$ cat src/sv/gsc_pkg.sv
// ----------------------------------------------------------------------------
// gsc_pkg
// Shared types and constants of the glyph slot cache replacement unit.
// ----------------------------------------------------------------------------
package gsc_pkg;

	localparam int MAX_SLOTS   = 256;
	localparam int SLOT_W      = $clog2(MAX_SLOTS);
	localparam int CNT_W       = SLOT_W + 1;
	localparam int HASH_W      = 31;
	localparam int DIV_CNT_W   = $clog2(HASH_W);
	localparam int HANDLE_W    = 32;
	localparam int STAMP_W     = 32;
	localparam int CFG_IDX_W   = 2;

	localparam logic [STAMP_W-1:0] STAMP_LIMIT = 32'd99999999;

	typedef enum logic {
		REQ_INSERT = 1'b0,
		REQ_CLEAR  = 1'b1
	} req_t;

	typedef enum logic [CFG_IDX_W-1:0] {
		REG_SEARCH_MODE  = 2'd0,
		REG_SLOTS_IN_USE = 2'd1
	} cfg_reg_t;

	typedef enum logic [2:0] {
		ST_IDLE,
		ST_CLEAR,
		ST_HASH,
		ST_SCAN,
		ST_LAST,
		ST_FETCH,
		ST_WRITE
	} gsc_state_t;

endpackage

$ cat src/sv/gsc_mod_unit.sv
// ----------------------------------------------------------------------------
// gsc_mod_unit
// Restoring remainder unit: one dividend bit per cycle.
// ----------------------------------------------------------------------------
module gsc_mod_unit (
	input  logic                        clk,
	input  logic                        arst_n,
	input  logic                        go,
	input  logic [gsc_pkg::HASH_W-1:0]  dividend,
	input  logic [gsc_pkg::CNT_W-1:0]   divisor,
	output logic                        done,
	output logic [gsc_pkg::SLOT_W-1:0]  remainder
);
	import gsc_pkg::*;

	logic                 run_q;
	logic                 done_q;
	logic [DIV_CNT_W-1:0] cnt_q;
	logic [HASH_W-1:0]    quot_q;
	logic [SLOT_W-1:0]    rem_q;
	logic [CNT_W-1:0]     trial;
	logic [CNT_W-1:0]     diff;
	logic [SLOT_W-1:0]    rem_d;
	logic                 last_step;

	assign trial     = {rem_q, quot_q[HASH_W-1]};
	assign diff      = trial - divisor;
	assign rem_d     = (trial >= divisor) ? diff[SLOT_W-1:0] : trial[SLOT_W-1:0];
	assign last_step = (cnt_q == DIV_CNT_W'(HASH_W - 1));

	always_ff @(posedge clk or negedge arst_n) begin
		if (!arst_n) begin
			run_q  <= 1'b0;
			done_q <= 1'b0;
			cnt_q  <= '0;
		end else begin
			done_q <= run_q && last_step;
			if (go) begin
				run_q <= 1'b1;
				cnt_q <= '0;
			end else if (run_q) begin
				cnt_q <= cnt_q + 1'b1;
				if (last_step) begin
					run_q <= 1'b0;
				end
			end
		end
	end

	always_ff @(posedge clk) begin
		if (go) begin
			quot_q <= dividend;
			rem_q  <= '0;
		end else if (run_q) begin
			quot_q <= {quot_q[HASH_W-2:0], 1'b0};
			rem_q  <= rem_d;
		end
	end

	assign done      = done_q;
	assign remainder = rem_q;

endmodule

$ cat config.mk
export PLATFORM = sky130hd
export DESIGN_NAME = gsc_mod_unit
export DESIGN_NICKNAME = d
export VERILOG_FILES = /design/src/sv/gsc_pkg.sv /design/src/sv/gsc_mod_unit.sv
export SDC_FILE = /design/constraint.sdc
export NUM_CORES = 1
export LEC_CHECK = 0
export BUFFER_PORTS_ARGS = -buffer_cell sky130_fd_sc_hd__buf_2
export CORE_ASPECT_RATIO = 2
export CORE_MARGIN = 5
export CORE_UTILIZATION = 40
export DETAILED_ROUTE_END_ITERATION = 6
export GPL_ROUTABILITY_DRIVEN = 1
export PLACE_DENSITY = 0.61
export RECOVER_POWER = 100
export SLEW_MARGIN = 40
export SYNTH_ARGS = -nofsm -noshare
export SYNTH_HDL_FRONTEND = slang
export SYNTH_SLANG_ARGS = --single-unit
$ cat constraint.sdc
create_clock -name clk -period 5.3 [get_ports clk]
set_clock_uncertainty 0.05 [all_clocks]
set_input_delay 0.265 -clock clk [delete_from_list [all_inputs] [get_ports clk]]
set_output_delay 0.265 -clock clk [all_outputs]
set_load 0.02 [all_outputs]
==> Word level (Yosys, flattened, before mapping) <==
Index checks and enable logic that the tools add are counted.
{ "totals": {"in_bits": 43, "word_cells": 19, "regBits": 46} }
{ "classes": {"n_reduce_logical": 2, "n_addsub": 2, "eq_ne": 1, "order_cmp": 1, "mux": 8} }
{ "op_table": {"columns": ["cell", "count"], "rows": [
  ["$mux W31", 2],
  ["$mux W5", 2],
  ["$ge A9 B9 Y1", 1],
  ["$mux W8", 1],
  ["$sub A8 B8 Y8", 1],
  ["$add A5 B1 Y5 const B", 1],
  ["$eq A5 B5 Y1 const B", 1],
  ["$mux W1", 3],
  ["$reduce_bool A2 Y1", 1],
  ["$logic_and A1 B1 Y1", 1]
]} }

==> Depth between registers and ports, before layout <==
{ "depth": {"depth_word": 4, "ltp_mapped": 8} }

==> Worst setup path after synthesis <==
No wires, ideal clock.
{ "synth_path": {"kind": "reg-to-reg", "from": "reg rem_q[4] (netlist: remainder[4])", "to": "reg rem_q[3] (netlist: remainder[3])", "required_ps": 5159, "arrival_time_ps": 2067, "slack_ps": 3092, "path_buffers": 1, "setup_ps": 91, "path_stages_with_launch": 8, "path_cell_list": "dfxtp_1 > ha_1 > buf_2 > and4_1 > nand2_1 > o211a_1 > or4_1 > a311oi_1"} }
{ "synth_between": {"elab_chain_len": 2} }
{ "synth_rtl": {"columns": ["item", "line", "source"], "rows": [
  ["from (decl)", "gsc_mod_unit.sv:20", "logic [SLOT_W-1:0] rem_q;"],
  ["from (signal assigned)", "gsc_mod_unit.sv:56", "rem_q <= rem_d;"],
  ["$ge A9 B9 Y1", "gsc_mod_unit.sv:28", "assign rem_d = (trial >= divisor) ? diff[SLOT_W-1:0] : trial[SLOT_W-1:0];"],
  ["$mux W8", "gsc_mod_unit.sv:28", null]
]} }
No other way between the ends.
A chain may end at the register's enable or synchronous reset.

==> Worst setup path after layout <==
{ "layout_path": {"from": "in go", "to": "reg quot_q[18], enable pin"} }
{ "layout_between": {"elab_chain_len": 1} }
{ "layout_rtl": {"columns": ["item", "line", "source"], "rows": [
  ["from (decl)", "gsc_mod_unit.sv:8", "input logic go,"],
  ["$reduce_bool A2 Y1 (no line)", null, null],
  ["to (signal assigned)", "gsc_mod_unit.sv:52", "quot_q <= dividend;"],
  ["to (signal assigned)", "gsc_mod_unit.sv:55", "quot_q <= {quot_q[HASH_W-2:0], 1'b0};"],
  ["to (decl)", "gsc_mod_unit.sv:19", "logic [HASH_W-1:0] quot_q;"]
]} }
No other way between the ends.

==> flow_summary.yaml <==
cts:
  cts_tree: "built"
  cts.sinks: 46
  cts_buffers: 5
  clock_path_buffers: 2
  root_buffer: "clkbuf_16"
  postCtsResizedCells: 0
  clk_latency_ns: 0.28
  htreeDepth: 2
  path_clk_slew_ns: 0.06
timing:
  maxSlewViolCount: 0
  final.setup.worst_slack_ns: 2.38
  slew_headroom_pct: 17.4
  tightest_slew_ns: 1.24
  setup_violations: 0
  fin_crit_sh_pct: 55.0
  fin_tns_setup_ns: 0
  period_needed_ns: 2.92
  finalHoldViolations: 0
  rsz0062_at_grt: "false"
  hold_slack_ns: 0.215
  max_freq_ghz: 0.343
die:
  pin_count: 52
  core_sq_um: 6010
  start_util_pct: 40.8
  die_area_sq_um: 7890
  fp.dieH_um: 121
  row_count: 40
  die_w_um: 65.4
placement:
  dp_hpwl_mm: 3.93
  dp.cells: 314
  pre_cts_slack_ns: 2.99
  portBuffers: 51
  gp_congestion: 0.810
grt:
  use_met2_pct: 25.6
  overflow: 0
  grt_busiest_layer: "met2"
  gr-usage-met1_pct: 12.8
  grt_pass1_vias: 1868
  antenna_found_initial: 0
  grt_max_degree: 33
  track_usage_pct: 13.8
  met3_usage_pct: 2.97
  grt_pass1_wl_mm: 8.25
setup_path:
  cp-start-kind: "input pin"
  arrival_ns: 2.78
  path_class: "input pin to flip-flop"
  r2r_start: "remainder[4]"
  crit_path_max_fanout: 32
  required_ns: 5.16
  slowest_delay_ns: 0.88
  crit_top_cell: "clkbuf_1"
  cp-startpoint: "go"
  endpoint_kind: "flip-flop"
  reg2reg_slack_ns: 2.97
  worstPathCellList: "clkbuf_1 -> clkbuf_1 -> or2_2"
  cpLargestDelayFamily: "buffers and inverters"
  cp.buffers_inverters: 2
  critical_path.slowest_cell: "clkbuf_1"
logic_synthesis:
  synth-seq-area-share_pct: 51.7
  ys.flop_type: "edfxtp_1"
  synth_cell_type_count: 43
  syn_inst: 208
  synth_edf_count: 31
  synth_area_leader_cell: "edfxtp_1"
  yosys.cell_count.top_type: "edfxtp_1"
  synthDominantCellAreaShare_pct: 38.0
  async_flop_share_pct: 15.2
  avgSynthCellArea_sq_um: 11.8
  synth_area_leaders: "edfxtp_1 38%, mux2_2 14%, dfrtp_1 7.1%"
  yosys_warnings: 0
  ys_ff_latch: 46
  synthTopCellsByCount: "31 x edfxtp_1, 30 x mux2_2, 23 x nor2_1, 16 x inv_1, 11 x ha_1"
  synth_nets: 263
  synth_area_sq_um: 2450
pwr:
  power_leakage_nw: 1.25
  pwr-share-clk_pct: 34.8
  internal-power_mw: 0.654
  p_switching_mw: 0.199
  p_per_area_nw_per_um2: 296
  switching_share_pct: 23.4
  sequentialPowerShare_pct: 50.4
  vdd_ir_drop_max_mv: 0.280
  p_comb_share_pct: 14.9
final_layout:
  n_antenna_cell: 0
  stdcell_count: 323
  fin_nets: 314
  layout-drive-gt1-share_pct: 29.6
  final_core_util_pct: 48.1
  areaGrowthSynthToFinish_pct: 17.8
  nFillCells: 579
drt:
  drc: 0
  via_per_inst: 5.53
  num_vias: 1786
  ant_nets: 0
  dr.pass1.iters: 4
  totalWireLength_mm: 5.08
  routedWlPerCell_um: 15.7
  drt_iter0_drc: 43
flow_run:
  maxCapViolations: 0
outcome:
  status: "completed"
min_path:
  holdCritStartpoint: "dividend[0]"
  hold_class: "input pin to flip-flop"
==> path summary, 6_finish.rpt <==
check / end / cells after the start
setup / recovery: quot_q[18] / 3
hold / removal: quot_q[0] / 2
setup reg to reg: remainder[3] / 6
hold reg to reg: remainder[2] / 2
max in group asynchronous: cnt_q[3] / 2
min in group asynchronous: done / 2
==> layout make-up <==
class                           instances  area, sq um  share of cell area, %
Tap cell                               63         78.8                   2.73
Multi-Input combinational cell        137         1090                   37.8
Timing Repair Buffer                   53          255                   8.84
Sequential cell                        46         1270                   43.9
Clock buffer                            8          136                   4.72
Inverter                               16         60.1                   2.08
==> timing repair <==
| action | CTS | global route |
|---|---|---|
| hold buffers | 1 | 0 |
| hold endpoints to repair | 7 | 0 |
| buffers inserted | 0 | 0 |
==> routing by layer <==
metal  routed length, um  vias up
met1                1770      846
met5                   0        -
met3                 227       14
li1                    -      879
met2                2890       47
met4                 188        0
==> metrics by stage <==
stage,area [sq um],power (mW)
6_report,2890,0.853
5_1_grt,2890,0.900
4_1_cts,2900,0.869
3_5_place_dp,2760,0.565
3_3_place_gp,2760,0.564
2_1_floorplan,2450,0.521
==> power by group through the flow <==
stage	combinational, mW	sequential, mW	clock (mW)
2_1_floorplan	0.0837	0.437	0
3_3_place_gp	0.126	0.437	0
3_5_place_dp	0.128	0.437	0
4_1_cts	0.130	0.430	0.309
5_1_grt	0.142	0.432	0.325
6_report	0.127	0.430	0.297
==> cells by family after synthesis <==
group | Yosys count | synth area share (%)
xor gates and xnor gates | 4 | 1.43
and+or+nand+nor | 51 | 10.6
buffers and inverters | 25 | 3.88
muxes | 30 | 13.8
adders and majority gates | 12 | 6.43
DFF | 46 | 51.7
AOI/OAI and AO/OA | 40 | 12.2
==> sequential cells by signal, indices dropped and copies added (netlist names) <==
name       flops
quot_q        31
remainder      8
cnt_q          5
done           1
run_q          1
==> cell usage in the layout, fill, tap and decap left out, types with 5 or more instances in the layout <==
| master | instances |
|---|---|
| a21oi_1 | 6 |
| dfrtp_1 | 7 |
| o21ai_0 | 7 |
| buf_2 | 40 |
| edfxtp_1 | 31 |
| dfxtp_1 | 8 |
| a21o_1 | 5 |
| ha_1 | 11 |
| nor2_1 | 23 |
| inv_1 | 16 |
| mux2_2 | 30 |
| nand4_1 | 5 |
| clkbuf_16 | 5 |
| clkbuf_1 | 15 |
| a311oi_1 | 6 |
Power figures use the tool's default switching activity.
